File: src/hw/rtl/vvpr_pkg.sv
// ---------------------------------------------------------------------------
// vvpr_pkg
// Types and constants of the VGA/VBE port register file.
// ---------------------------------------------------------------------------
package vvpr_pkg;

    localparam int PORT_W = 10;
    localparam int DATA_W = 16;
    localparam int BYTE_W = 8;

    // Port numbers.
    localparam logic [PORT_W-1:0] PORT_ATTR      = 10'h3C0;
    localparam logic [PORT_W-1:0] PORT_MISC_WR   = 10'h3C2;
    localparam logic [PORT_W-1:0] PORT_SEQ_IDX   = 10'h3C4;
    localparam logic [PORT_W-1:0] PORT_PEL_MASK  = 10'h3C6;
    localparam logic [PORT_W-1:0] PORT_PAL_WIDX  = 10'h3C8;
    localparam logic [PORT_W-1:0] PORT_PAL_DATA  = 10'h3C9;
    localparam logic [PORT_W-1:0] PORT_MISC_RD   = 10'h3CC;
    localparam logic [PORT_W-1:0] PORT_GFX_IDX   = 10'h3CE;
    localparam logic [PORT_W-1:0] PORT_CRTC_IDX  = 10'h3D4;
    localparam logic [PORT_W-1:0] PORT_STATUS1   = 10'h3DA;
    localparam logic [PORT_W-1:0] PORT_VBE_INDEX = 10'h1CE;
    localparam logic [PORT_W-1:0] PORT_VBE_DATA  = 10'h1CF;

    localparam logic [BYTE_W-1:0] MISC_WR_MASK  = 8'hEF;
    localparam logic [BYTE_W-1:0] PEL_MASK_FULL = 8'hFF;

    // VBE register indices.
    localparam logic [DATA_W-1:0] VBE_IDX_XRES   = 16'h0001;
    localparam logic [DATA_W-1:0] VBE_IDX_YRES   = 16'h0002;
    localparam logic [DATA_W-1:0] VBE_IDX_BPP    = 16'h0003;
    localparam logic [DATA_W-1:0] VBE_IDX_ENABLE = 16'h0004;
    localparam logic [DATA_W-1:0] VBE_IDX_VRAM   = 16'h000A;
    localparam int               VBE_GETCAPS_BIT = 1;

    // Configuration register indices.
    localparam int CFG_IDX_W = 2;
    localparam logic [CFG_IDX_W-1:0] CFG_MAX_XRES = 2'd0;
    localparam logic [CFG_IDX_W-1:0] CFG_MAX_YRES = 2'd1;
    localparam logic [CFG_IDX_W-1:0] CFG_MAX_BPP  = 2'd2;
    localparam logic [CFG_IDX_W-1:0] CFG_VRAM     = 2'd3;

    localparam logic [DATA_W-1:0] RST_MAX_XRES = 16'd16000;
    localparam logic [DATA_W-1:0] RST_MAX_YRES = 16'd12000;
    localparam logic [DATA_W-1:0] RST_MAX_BPP  = 16'd32;
    localparam logic [DATA_W-1:0] RST_VRAM     = 16'd1024;

    typedef enum logic {
        FUNC_READ  = 1'b0,
        FUNC_WRITE = 1'b1
    } func_t;

    typedef enum logic [1:0] {
        ST_OK     = 2'd0,
        ST_UNIMPL = 2'd1,
        ST_MASK   = 2'd2
    } status_t;

    typedef enum logic {
        S_IDLE = 1'b0,
        S_EXEC = 1'b1
    } state_t;

    // Control of one VBE register file access.
    typedef struct packed {
        logic rd_en;
        logic wr_en;
    } vbe_ctl_t;

    // Control of one palette access.
    typedef struct packed {
        logic set_ptr;
        logic wr_data;
    } pal_ctl_t;

endpackage

File: src/hw/rtl/vga_vbe_port_register_file.sv
// ---------------------------------------------------------------------------
// vga_vbe_port_register_file
// Legacy VGA ports 0x3C0-0x3DF and the Bochs VBE index/data pair.
// ---------------------------------------------------------------------------
// An access is issued by raising start with func, port_address and
// write_data; it is taken at a rising edge where busy is low. Every access
// gives exactly one result: read_data and status are valid for the single
// cycle in which done is high, registered from the execute state of the access.
// read_data is zero for writes and for failed accesses.
// The block runs one access at a time: busy is high while the access is in
// its execute state, and no new access is taken while it is high. This limit is
// set by the registered read port of the VBE register memory, which is read
// at the transfer and written back in the execute cycle.
// The result side has no stall: done is a strobe and the receiver must take
// it. Configuration writes (cfg_write, cfg_index, cfg_data) land at the next
// edge and must be made while the block is idle; the block does not enforce it.
// Reset clears every index latch, the palette pointer, the retrace toggle,
// the VBE select and the VBE register file (through valid bits, so there is
// no clearing pass), and loads the default capability values.
// ---------------------------------------------------------------------------
module vga_vbe_port_register_file
    import vvpr_pkg::*;
#(
    parameter int PALETTE_ENTRIES = 768,
    parameter int VBE_REG_COUNT   = 10
)
(
    input  logic                 clk,
    input  logic                 rst_n,
    input  logic                 start,
    output logic                 busy,
    input  logic                 func,
    input  logic [PORT_W-1:0]    port_address,
    input  logic [DATA_W-1:0]    write_data,
    output logic                 done,
    output logic [DATA_W-1:0]    read_data,
    output logic [1:0]           status,
    input  logic                 cfg_write,
    input  logic [CFG_IDX_W-1:0] cfg_index,
    input  logic [DATA_W-1:0]    cfg_data
);

    localparam int VIDX_W = $clog2(VBE_REG_COUNT);
    localparam logic [DATA_W-1:0] VBE_COUNT_W = DATA_W'(VBE_REG_COUNT);

    state_t            state_reg;
    state_t            state_next;

    logic              func_reg;
    logic [PORT_W-1:0] port_reg;
    logic [DATA_W-1:0] wdata_reg;

    logic [DATA_W-1:0] max_xres_reg;
    logic [DATA_W-1:0] max_yres_reg;
    logic [DATA_W-1:0] max_bpp_reg;
    logic [DATA_W-1:0] vram_reg;

    logic [BYTE_W-1:0] attr_idx_reg;
    logic [BYTE_W-1:0] attr_idx_next;
    logic [BYTE_W-1:0] misc_reg;
    logic [BYTE_W-1:0] misc_next;
    logic [BYTE_W-1:0] seq_idx_reg;
    logic [BYTE_W-1:0] seq_idx_next;
    logic [BYTE_W-1:0] gfx_idx_reg;
    logic [BYTE_W-1:0] gfx_idx_next;
    logic [BYTE_W-1:0] crtc_idx_reg;
    logic [BYTE_W-1:0] crtc_idx_next;
    logic              retrace_reg;
    logic              retrace_next;
    logic [DATA_W-1:0] vbe_sel_reg;
    logic [DATA_W-1:0] vbe_sel_next;
    logic              getcaps_reg;
    logic              getcaps_next;

    logic              done_reg;
    logic              done_next;
    logic [DATA_W-1:0] rdata_reg;
    logic [DATA_W-1:0] rdata_next;
    status_t           status_reg;
    status_t           status_next;

    logic              accept;
    logic              sel_in_range;
    logic [DATA_W-1:0] vbe_rd_data;
    logic [DATA_W-1:0] vbe_value;
    vbe_ctl_t          vbe_ctl;
    pal_ctl_t          pal_ctl;
    logic [BYTE_W-1:0] wbyte;

    assign accept       = start && (state_reg == S_IDLE);
    assign busy         = (state_reg != S_IDLE);
    assign sel_in_range = (vbe_sel_reg < VBE_COUNT_W);
    assign wbyte        = wdata_reg[BYTE_W-1:0];

    vvpr_vbe_ram #(
        .DEPTH (VBE_REG_COUNT)
    ) u_vbe_ram (
        .clk     (clk),
        .rst_n   (rst_n),
        .ctl     (vbe_ctl),
        .rd_addr (vbe_sel_reg[VIDX_W-1:0]),
        .wr_addr (vbe_sel_reg[VIDX_W-1:0]),
        .wr_data (wdata_reg),
        .rd_data (vbe_rd_data)
    );

    vvpr_palette #(
        .ENTRIES (PALETTE_ENTRIES)
    ) u_palette (
        .clk     (clk),
        .rst_n   (rst_n),
        .ctl     (pal_ctl),
        .wr_byte (wbyte)
    );

    // Value seen on a read of the VBE data port.
    always_comb
    begin
        if (sel_in_range)
        begin
            if (getcaps_reg && (vbe_sel_reg == VBE_IDX_XRES))
            begin
                vbe_value = max_xres_reg;
            end
            else if (getcaps_reg && (vbe_sel_reg == VBE_IDX_YRES))
            begin
                vbe_value = max_yres_reg;
            end
            else if (getcaps_reg && (vbe_sel_reg == VBE_IDX_BPP))
            begin
                vbe_value = max_bpp_reg;
            end
            else
            begin
                vbe_value = vbe_rd_data;
            end
        end
        else if (vbe_sel_reg == VBE_IDX_VRAM)
        begin
            vbe_value = vram_reg;
        end
        else
        begin
            vbe_value = '0;
        end
    end

    always_comb
    begin
        state_next    = state_reg;
        attr_idx_next = attr_idx_reg;
        misc_next     = misc_reg;
        seq_idx_next  = seq_idx_reg;
        gfx_idx_next  = gfx_idx_reg;
        crtc_idx_next = crtc_idx_reg;
        retrace_next  = retrace_reg;
        vbe_sel_next  = vbe_sel_reg;
        getcaps_next  = getcaps_reg;
        done_next     = 1'b0;
        rdata_next    = rdata_reg;
        status_next   = status_reg;
        vbe_ctl       = '0;
        pal_ctl       = '0;

        unique case (state_reg)
            S_IDLE:
            begin
                if (accept)
                begin
                    // The select does not change before the execute cycle.
                    vbe_ctl.rd_en = sel_in_range;
                    state_next    = S_EXEC;
                end
            end
            S_EXEC:
            begin
                done_next   = 1'b1;
                rdata_next  = '0;
                status_next = ST_OK;
                state_next  = S_IDLE;
                if (func_reg == FUNC_READ)
                begin
                    unique case (port_reg)
                        PORT_ATTR:      rdata_next = DATA_W'(attr_idx_reg);
                        PORT_MISC_RD:   rdata_next = DATA_W'(misc_reg);
                        PORT_STATUS1:
                        begin
                            retrace_next = !retrace_reg;
                            rdata_next   = DATA_W'({!retrace_reg, 3'b000});
                        end
                        PORT_VBE_INDEX: rdata_next = vbe_sel_reg;
                        PORT_VBE_DATA:  rdata_next = vbe_value;
                        default:        status_next = ST_UNIMPL;
                    endcase
                end
                else
                begin
                    unique case (port_reg)
                        PORT_ATTR:     attr_idx_next = wbyte;
                        PORT_MISC_WR:  misc_next     = wbyte & MISC_WR_MASK;
                        PORT_SEQ_IDX:  seq_idx_next  = wbyte;
                        PORT_PEL_MASK:
                        begin
                            if (wbyte != PEL_MASK_FULL)
                            begin
                                status_next = ST_MASK;
                            end
                        end
                        PORT_PAL_WIDX: pal_ctl.set_ptr = 1'b1;
                        PORT_PAL_DATA: pal_ctl.wr_data = 1'b1;
                        PORT_GFX_IDX:  gfx_idx_next  = wbyte;
                        PORT_CRTC_IDX: crtc_idx_next = wbyte;
                        PORT_VBE_INDEX: vbe_sel_next = wdata_reg;
                        PORT_VBE_DATA:
                        begin
                            if (sel_in_range)
                            begin
                                vbe_ctl.wr_en = 1'b1;
                                // Shadow of the capability bit of ENABLE.
                                if (vbe_sel_reg == VBE_IDX_ENABLE)
                                begin
                                    getcaps_next = wdata_reg[VBE_GETCAPS_BIT];
                                end
                            end
                        end
                        default:       status_next = ST_UNIMPL;
                    endcase
                end
            end
            default:
            begin
                state_next = S_IDLE;
            end
        endcase
    end

    always_ff @(posedge clk)
    begin
        if (accept)
        begin
            func_reg  <= func;
            port_reg  <= port_address;
            wdata_reg <= write_data;
        end
        rdata_reg <= rdata_next;
    end

    always_ff @(posedge clk or negedge rst_n)
    begin
        if (!rst_n)
        begin
            state_reg    <= S_IDLE;
            attr_idx_reg <= '0;
            misc_reg     <= '0;
            seq_idx_reg  <= '0;
            gfx_idx_reg  <= '0;
            crtc_idx_reg <= '0;
            retrace_reg  <= 1'b0;
            vbe_sel_reg  <= '0;
            getcaps_reg  <= 1'b0;
            done_reg     <= 1'b0;
            status_reg   <= ST_OK;
        end
        else
        begin
            state_reg    <= state_next;
            attr_idx_reg <= attr_idx_next;
            misc_reg     <= misc_next;
            seq_idx_reg  <= seq_idx_next;
            gfx_idx_reg  <= gfx_idx_next;
            crtc_idx_reg <= crtc_idx_next;
            retrace_reg  <= retrace_next;
            vbe_sel_reg  <= vbe_sel_next;
            getcaps_reg  <= getcaps_next;
            done_reg     <= done_next;
            status_reg   <= status_next;
        end
    end

    always_ff @(posedge clk or negedge rst_n)
    begin
        if (!rst_n)
        begin
            max_xres_reg <= RST_MAX_XRES;
            max_yres_reg <= RST_MAX_YRES;
            max_bpp_reg  <= RST_MAX_BPP;
            vram_reg     <= RST_VRAM;
        end
        else if (cfg_write)
        begin
            unique case (cfg_index)
                CFG_MAX_XRES: max_xres_reg <= cfg_data;
                CFG_MAX_YRES: max_yres_reg <= cfg_data;
                CFG_MAX_BPP:  max_bpp_reg  <= cfg_data;
                CFG_VRAM:     vram_reg     <= cfg_data;
                default:      vram_reg     <= vram_reg;
            endcase
        end
    end

    assign done      = done_reg;
    assign read_data = rdata_reg;
    assign status    = status_reg;

endmodule

File: src/hw/rtl/vvpr_vbe_ram.sv
// ---------------------------------------------------------------------------
// vvpr_vbe_ram
// VBE DISPI register file: a synchronous memory with per-entry valid bits so
// that entries not yet written read as zero after reset.
// ---------------------------------------------------------------------------
module vvpr_vbe_ram
    import vvpr_pkg::*;
#(
    parameter int DEPTH = 10,
    parameter int IDX_W = $clog2(DEPTH)
)
(
    input  logic              clk,
    input  logic              rst_n,
    input  vbe_ctl_t          ctl,
    input  logic [IDX_W-1:0]  rd_addr,
    input  logic [IDX_W-1:0]  wr_addr,
    input  logic [DATA_W-1:0] wr_data,
    output logic [DATA_W-1:0] rd_data
);

    logic [DATA_W-1:0] mem [DEPTH];
    logic [DEPTH-1:0]  valid_reg;
    logic [DATA_W-1:0] rd_data_reg;
    logic              rd_valid_reg;

    always_ff @(posedge clk)
    begin
        if (ctl.wr_en)
        begin
            mem[wr_addr] <= wr_data;
        end
        if (ctl.rd_en)
        begin
            rd_data_reg <= mem[rd_addr];
        end
    end

    always_ff @(posedge clk or negedge rst_n)
    begin
        if (!rst_n)
        begin
            valid_reg    <= '0;
            rd_valid_reg <= 1'b0;
        end
        else
        begin
            if (ctl.wr_en)
            begin
                valid_reg[wr_addr] <= 1'b1;
            end
            if (ctl.rd_en)
            begin
                rd_valid_reg <= valid_reg[rd_addr];
            end
        end
    end

    assign rd_data = rd_valid_reg ? rd_data_reg : '0;

endmodule

File: src/hw/rtl/vvpr_palette.sv
// ---------------------------------------------------------------------------
// vvpr_palette
// DAC palette store with its auto-incrementing write pointer.
// ---------------------------------------------------------------------------
module vvpr_palette
    import vvpr_pkg::*;
#(
    parameter int ENTRIES = 768,
    parameter int PTR_W   = $clog2(ENTRIES)
)
(
    input  logic              clk,
    input  logic              rst_n,
    input  pal_ctl_t          ctl,
    input  logic [BYTE_W-1:0] wr_byte
);

    // Wide enough for a byte times three and for the entry count.
    localparam int WIDE_W = (PTR_W > BYTE_W + 2) ? PTR_W + 1 : BYTE_W + 2;
    localparam logic [WIDE_W-1:0] ENTRIES_W = WIDE_W'(ENTRIES);

    logic [BYTE_W-1:0] mem [ENTRIES];
    logic [PTR_W-1:0]  ptr_reg;
    logic [PTR_W-1:0]  ptr_next;
    logic [WIDE_W-1:0] set_val;
    logic [WIDE_W-1:0] cur_wide;
    logic [WIDE_W-1:0] inc_wide;
    logic [PTR_W-1:0]  cur_ptr;

    always_comb
    begin
        set_val  = WIDE_W'(wr_byte) + WIDE_W'({wr_byte, 1'b0});
        cur_wide = WIDE_W'(ptr_reg);
        cur_ptr  = (cur_wide < ENTRIES_W) ? ptr_reg : '0;
        inc_wide = WIDE_W'(cur_ptr) + WIDE_W'(1);
        ptr_next = ptr_reg;
        if (ctl.set_ptr)
        begin
            ptr_next = (set_val < ENTRIES_W) ? set_val[PTR_W-1:0] : '0;
        end
        else if (ctl.wr_data)
        begin
            ptr_next = (inc_wide < ENTRIES_W) ? inc_wide[PTR_W-1:0] : '0;
        end
    end

    always_ff @(posedge clk)
    begin
        if (ctl.wr_data)
        begin
            mem[cur_ptr] <= wr_byte;
        end
    end

    always_ff @(posedge clk or negedge rst_n)
    begin
        if (!rst_n)
        begin
            ptr_reg <= '0;
        end
        else
        begin
            ptr_reg <= ptr_next;
        end
    end

endmodule

File: config.mk
export PLATFORM = sky130hd
export DESIGN_NAME = vga_vbe_port_register_file
export DESIGN_NICKNAME = d
export VERILOG_FILES = /design/src/hw/rtl/vvpr_pkg.sv /design/src/hw/rtl/vga_vbe_port_register_file.sv /design/src/hw/rtl/vvpr_vbe_ram.sv /design/src/hw/rtl/vvpr_palette.sv
export SDC_FILE = /design/constraint.sdc
export NUM_CORES = 1
export LEC_CHECK = 0
export BUFFER_PORTS_ARGS = -buffer_cell sky130_fd_sc_hd__buf_4
export CORE_MARGIN = 8
export CORE_UTILIZATION = 55
export CTS_CLUSTER_DIAMETER = 100
export DETAILED_ROUTE_END_ITERATION = 8
export GPL_TIMING_DRIVEN = 1
export HOLD_SLACK_MARGIN = 0.02
export PLACE_DENSITY = 0.73
export SETUP_SLACK_MARGIN = 0.1
export SLEW_MARGIN = 20
export SYNTH_ARGS = -nofsm -noshare
export SYNTH_HDL_FRONTEND = slang
export SYNTH_SLANG_ARGS = --single-unit
File: constraint.sdc
create_clock -name clk -period 6 [get_ports clk]
set_input_delay 0.3 -clock clk [delete_from_list [all_inputs] [get_ports clk]]
set_output_delay 0.3 -clock clk [all_outputs]
set_load 0.02 [all_outputs]
# --- Yosys cells after proc, flatten, opt, wreduce, memory -nomap -nowiden ---
# Memory sizes are Yosys's and may differ from the RTL's. A register that Yosys moved wholly into a read port is not among the register bits.
# Cells that the tools add are included.
word_totals:
  memories: 1
  ff_bits: 155
  input_bits: 49
  mem_bits_rw: 160
  output_inout_bits: 20
classes:
  n_reduce_logical: 18
  n_mux: 26
  magnitude_cmp: 3
  n_eq_ne: 21
  bitwise: 3
memory_table:
  columns: ["name", "depth", "word_bits", "read_ports", "rd_ports_with_merged_regs", "wr", "line_no", "source"]
  rows:
  - ["u_vbe_ram.mem", 10, 16, 1, 1, 1, "vvpr_vbe_ram.sv:22", "logic [DATA_W-1:0] mem [DEPTH];"]
op_table:
  columns: ["operator", "count"]
  rows:
  - ["equality test 10 bit (second input constant)", 10]
  - ["2-to-1 mux 16 bit", 6]
  - ["case mux 16 bit (5 select lines)", 1]
  - ["equality test 16 x 2 -> 1 bit (second input constant)", 2]
  - ["equality test 10 x 9 -> 1 bit (second input constant)", 2]
  - ["equality test 16 x 1 -> 1 bit (second input constant)", 1]
  - ["equality test 16 x 3 -> 1 bit (second input constant)", 1]
  - ["equality test 16 x 4 -> 1 bit (second input constant)", 1]
  - ["< comparator 16 x 4 -> 1 bit (second input constant)", 1]
  - ["2-to-1 mux 1 bit", 13]
  - ["AND reduction 3 bit", 4]
  - ["bitwise OR 10 bit", 1]
  - ["OR reduction 9 bit", 1]
  - ["inequality test 8 bit (second input constant)", 1]
  - ["AND reduction 2 bit", 4]
  - ["logical AND 1 bit", 5]
  - ["< comparator 4 x 5 -> 1 bit (second input constant)", 1]
  - ["AND reduction 5 bit", 1]
  - ["OR reduction 5 bit", 1]
  - ["binary-select mux 1 bit (select 4 bit)", 1]
  - ["demux 1 bit (select 4 bit)", 1]
  - ["equality test 2 bit (second input constant)", 2]
  - [">= comparator 4 x 1 -> 1 bit (second input constant)", 1]
  - ["2-to-1 mux 2 bit", 2]
  - ["other kinds (6)", 7]

# --- Depth between registers and ports, before layout ---
depth:
  ltp_word: 7
  ltp_mapped: 9

# --- Hierarchy ---
# Synthesis repeated with hierarchy kept, for this count alone.
hier_totals:
  cells_unflattened: 852
  area_unflattened_um2: 13658.1
modules_own_cells:
  columns: ["module", "instances", "cells_each", "area_each_um2", "seq_area_each_um2"]
  rows:
  - ["vvpr_vbe_ram", 1, 358, 7151.9, 5560.3]
  - ["vga_vbe_port_register_file", 1, 494, 6506.2, 3837.4]

# --- Least setup slack after synthesis ---
# OpenSTA, ideal clock, no wires.
synth_path:
  path_kind: "register to register"
  from: "reg state_reg, in the netlist busy"
  to: "reg u_vbe_ram.rd_data_reg[0], read port of u_vbe_ram.mem, enable pin"
  path_stages_with_launch: 3
  required_time_ps: 5607
  path_slack_ps: 2571
  synth_period_minus_slack_ps: 3429
  arrival_ps: 3036
  path_cell_list: "dfrtp_1 nor2b_1 nor2b_1"
synth_rtl:
  columns: ["item", "line_no", "source"]
  rows:
  - ["from (decl)", "vga_vbe_port_register_file.sv:46", "state_t state_reg;"]
  - ["from (signal assigned)", "vga_vbe_port_register_file.sv:266", "state_reg <= state_next;"]
  - ["to (decl)", "vvpr_vbe_ram.sv:24", "logic [DATA_W-1:0] rd_data_reg;"]

# --- Worst setup path in the final report ---
layout_path:
  from: "reg port_reg[9]"
  to: "reg getcaps_reg"
layout_via:
  elab_chain_len: 2
layout_lines:
  columns: ["item", "line_no", "source"]
  rows:
  - ["from (decl)", "vga_vbe_port_register_file.sv:50", "logic [PORT_W-1:0] port_reg;"]
  - ["from (signal assigned)", "vga_vbe_port_register_file.sv:242", "port_reg <= port_address;"]
  - ["equality test 10 x 9 -> 1 bit", "vga_vbe_port_register_file.sv:198", "unique case (port_reg)"]
  - ["AND reduction 5 bit (no source line)", null, null]
  - ["to (signal assigned)", "vga_vbe_port_register_file.sv:274", "getcaps_reg <= getcaps_next;"]
  - ["to (decl)", "vga_vbe_port_register_file.sv:72", "logic getcaps_reg;"]
# No other way between the ends.
# A chain may end at the register's enable or synchronous reset.

==> flow_metrics.py <==
metrics = {
    "routing": {
        "vias_per_cell": 5.99,
        "first_iter_violations": 688,
        "num_vias": 7619,
        "route.detailed.wl_per_inst_um": 22.3,
        "drc": 0,
        "ant_nets": 0,
        "drt_pass1_iterations": 5,
        "wirelength_um": 28400,
    },
    "synth": {
        "ys_warn_count": 0,
        "synth-edff-count": 219,
        "synth_most_common_cell": "edfxtp_1",
        "synth_area_leaders": "edfxtp_1 49%, dfrtp_1 18%, mux2_2 8.6%",
        "syn_inst": 813,
        "ys_seq_area_frac": 0.696,
        "synth_fp_nets": 862,
        "synth-main-ff-cell": "edfxtp_1",
        "ys_ff_latch": 331,
        "yosys.area.top_type": "edfxtp_1",
        "ys_top_cells_by_count": "219 x edfxtp_1, 103 x mux2_2, 97 x dfrtp_1",
        "synth_top_area_frac": 0.487,
        "synth_area_um2": 13500,
        "async_reset_ff_frac": 0.338,
        "ys_types": 56,
        "avgSynthCellArea_um2": 16.6,
    },
    "run": {
        "cap_violations": 0,
    },
    "cts": {
        "clockBufferDepth": 3,
        "cts.sinks": 331,
        "clk_latency_ps": 510,
        "cts-root-buf": "clkbuf_16",
        "numCtsBuffers": 34,
        "path_clk_slew_ps": 60,
        "htreeDepth": 2,
        "cts_tree": "yes",
    },
    "floorplan": {
        "initial_utilization": 0.557,
        "die_area_um2": 29800,
        "rows": 57,
        "die_w_um": 173,
        "die_y_um": 173,
        "core_um2": 24200,
        "ios": 69,
    },
    "sta": {
        "relSlewSlack": 0.347,
        "final-setup-viol-count": 0,
        "tightestPinTransition_ps": 977,
        "max_clock_freq_mhz": 280,
        "fin_crit_ps": 3570,
        "final.setup_skew_ps": 22.8,
        "slew_viol_final": 0,
        "setup_tns_ps": 0,
        "rsz0062_at_grt": "false",
        "fin_hold_ws_ps": 55.1,
        "finalCritPeriodShare": 0.595,
        "finalHoldViolations": 0,
    },
    "placed_design": {
        "post-place-cells": 1185,
        "place_congestion": 0.895,
        "io_buffers": 68,
        "dpl.hpwl_um": 17600,
    },
    "setup_path": {
        "worstPathArrival_ps": 3960,
        "slowest_stage": "nor3_2",
        "cp_top_family": "simple AND/OR/NAND/NOR gates",
        "path_cells": "and4b_2 -> nand4_1 -> nor3_1 -> nand3b_1 -> nor3_2 -> buf_4 -> mux2_2",
        "crit_required_ps": 6390,
        "path_class": "reg2reg",
        "crit_fanout": 10,
        "endpoint_kind": "flop",
        "start_kind": "flop",
        "worst-path-buf-inv": 1,
        "crit_path_max_incr_delay_ps": 640,
    },
    "grt": {
        "grt_usage": 0.191,
        "antenna_found_initial": 0,
        "grt_pass1_wl_um": 45500,
        "grt_start_max_net_pins": 79,
        "grt_pass1_vias": 7869,
        "overflow": 0,
    },
    "power_and_ir_drop": {
        "total_power_mw": 4.97,
        "vdd_drop_max_mv": 0.295,
        "p_leak_nw": 5.67,
        "p_per_area_nw_per_um2": 315,
    },
    "layout": {
        "diodes": 0,
        "largest-register": "u_vbe_ram.mem",
        "drive_above_1_share": 0.336,
        "stdcell_count": 1273,
        "syn_to_final_growth_pct": 16.7,
        "largest_register_ffs": 160,
        "nets": 974,
    },
    "worst_hold_path": {
        "hold_class": "in2reg",
    },
    "outcome": {
        "status": "finished, final reports clean",
    },
}
## layout make-up
type | instances | area [um2]
multi-input cells | 437 | 3880
repair buffers | 116 | 945
flip-flops and latches | 331 | 9400
clock buffers | 49 | 1010
well taps | 324 | 405
inverters | 5 | 18.8
fillers | 1710 | 8480
clock inverters | 11 | 113
## cells in the final DEF (no fill, tap or decap), types with 4 or more instances in the layout
cell	instances
mux4_2	34
nand4_1	7
a22oi_1	13
inv_1	5
o21ai_0	11
a21oi_1	38
nor2_1	32
dlygate4sd3_1	28
clkbuf_16	35
clkbuf_8	8
dfrtp_1	95
clkbuf_1	6
o32a_1	8
nand2b_1	4
buf_4	87
nor3_1	4
or2_2	10
mux2i_1	27
nand2_1	27
nand3_1	12
nor4_1	5
mux2_2	103
nor2b_1	19
a211oi_1	16
clkinv_2	4
a31oi_1	14
dfstp_2	15
and2_1	6
edfxtp_1	219
a311oi_1	6
## routing by layer
metal	track usage	up-vias	wire length (um)
met1	0.269	3918	12700
met4	0.0600	0	611
met2	0.301	247	13400
li1	-	3413	-
met5	0	-	0
met3	0.0333	41	1640
## where the power goes
group,internal (mW),switching (mW)
Clock,1.25,0.827
Sequential,2.56,0.0876
Combinational,0.134,0.109
Total,3.95,1.02
## final timing paths
| path | startpoint | to | slack [ps] | cells past startpoint |
|---|---|---|---|---|
| worst max-delay path | port_reg[9] | getcaps_reg | 2430 | 7 |
| max in group asynchronous | rst_n | vbe_sel_reg[0] | 4570 | 3 |
| worst min-delay path | cfg_data[2] | max_xres_reg[2] | 60 | 2 |
| min in group asynchronous | rst_n | max_bpp_reg[14] | 410 | 2 |
| worst min register to register | u_vbe_ram.valid_reg[7] | u_vbe_ram.valid_reg[7] | 470 | 1 |
| worst max register to register | port_reg[9] | getcaps_reg | 2430 | 7 |
## per-stage QoR
| stage | cell area, um2 | worst slack, ps | utilization |
|---|---|---|---|
| after CTS | 15800 | 2470 | 0.650 |
| final | 15800 | 2430 | 0.650 |
| after detailed placement | 14400 | 2490 | 0.592 |
| after global placement | 14400 | 2600 | 0.592 |
| after global routing | 15800 | 2210 | 0.650 |
| after floorplan | 13500 | 2570 | - |
## logic make-up after synthesis
family / after synthesis / synth area share
buffers and inverters: 45 / 0.0195
AND/OR/NAND/NOR: 153 / 0.0629
AO/OA/AOI/OAI: 119 / 0.0588
flip-flops: 331 / 0.696
XOR/XNOR: 1 / 0.000648
multiplexers: 164 / 0.163
## what timing repair did
action,4_1_cts,5_1_grt
buffers inserted,0,0
endpoints found under the hold margin,84,0
hold buffers,28,0
resized for setup,0,0
Note: power is estimated with default switching activity, not from simulation.
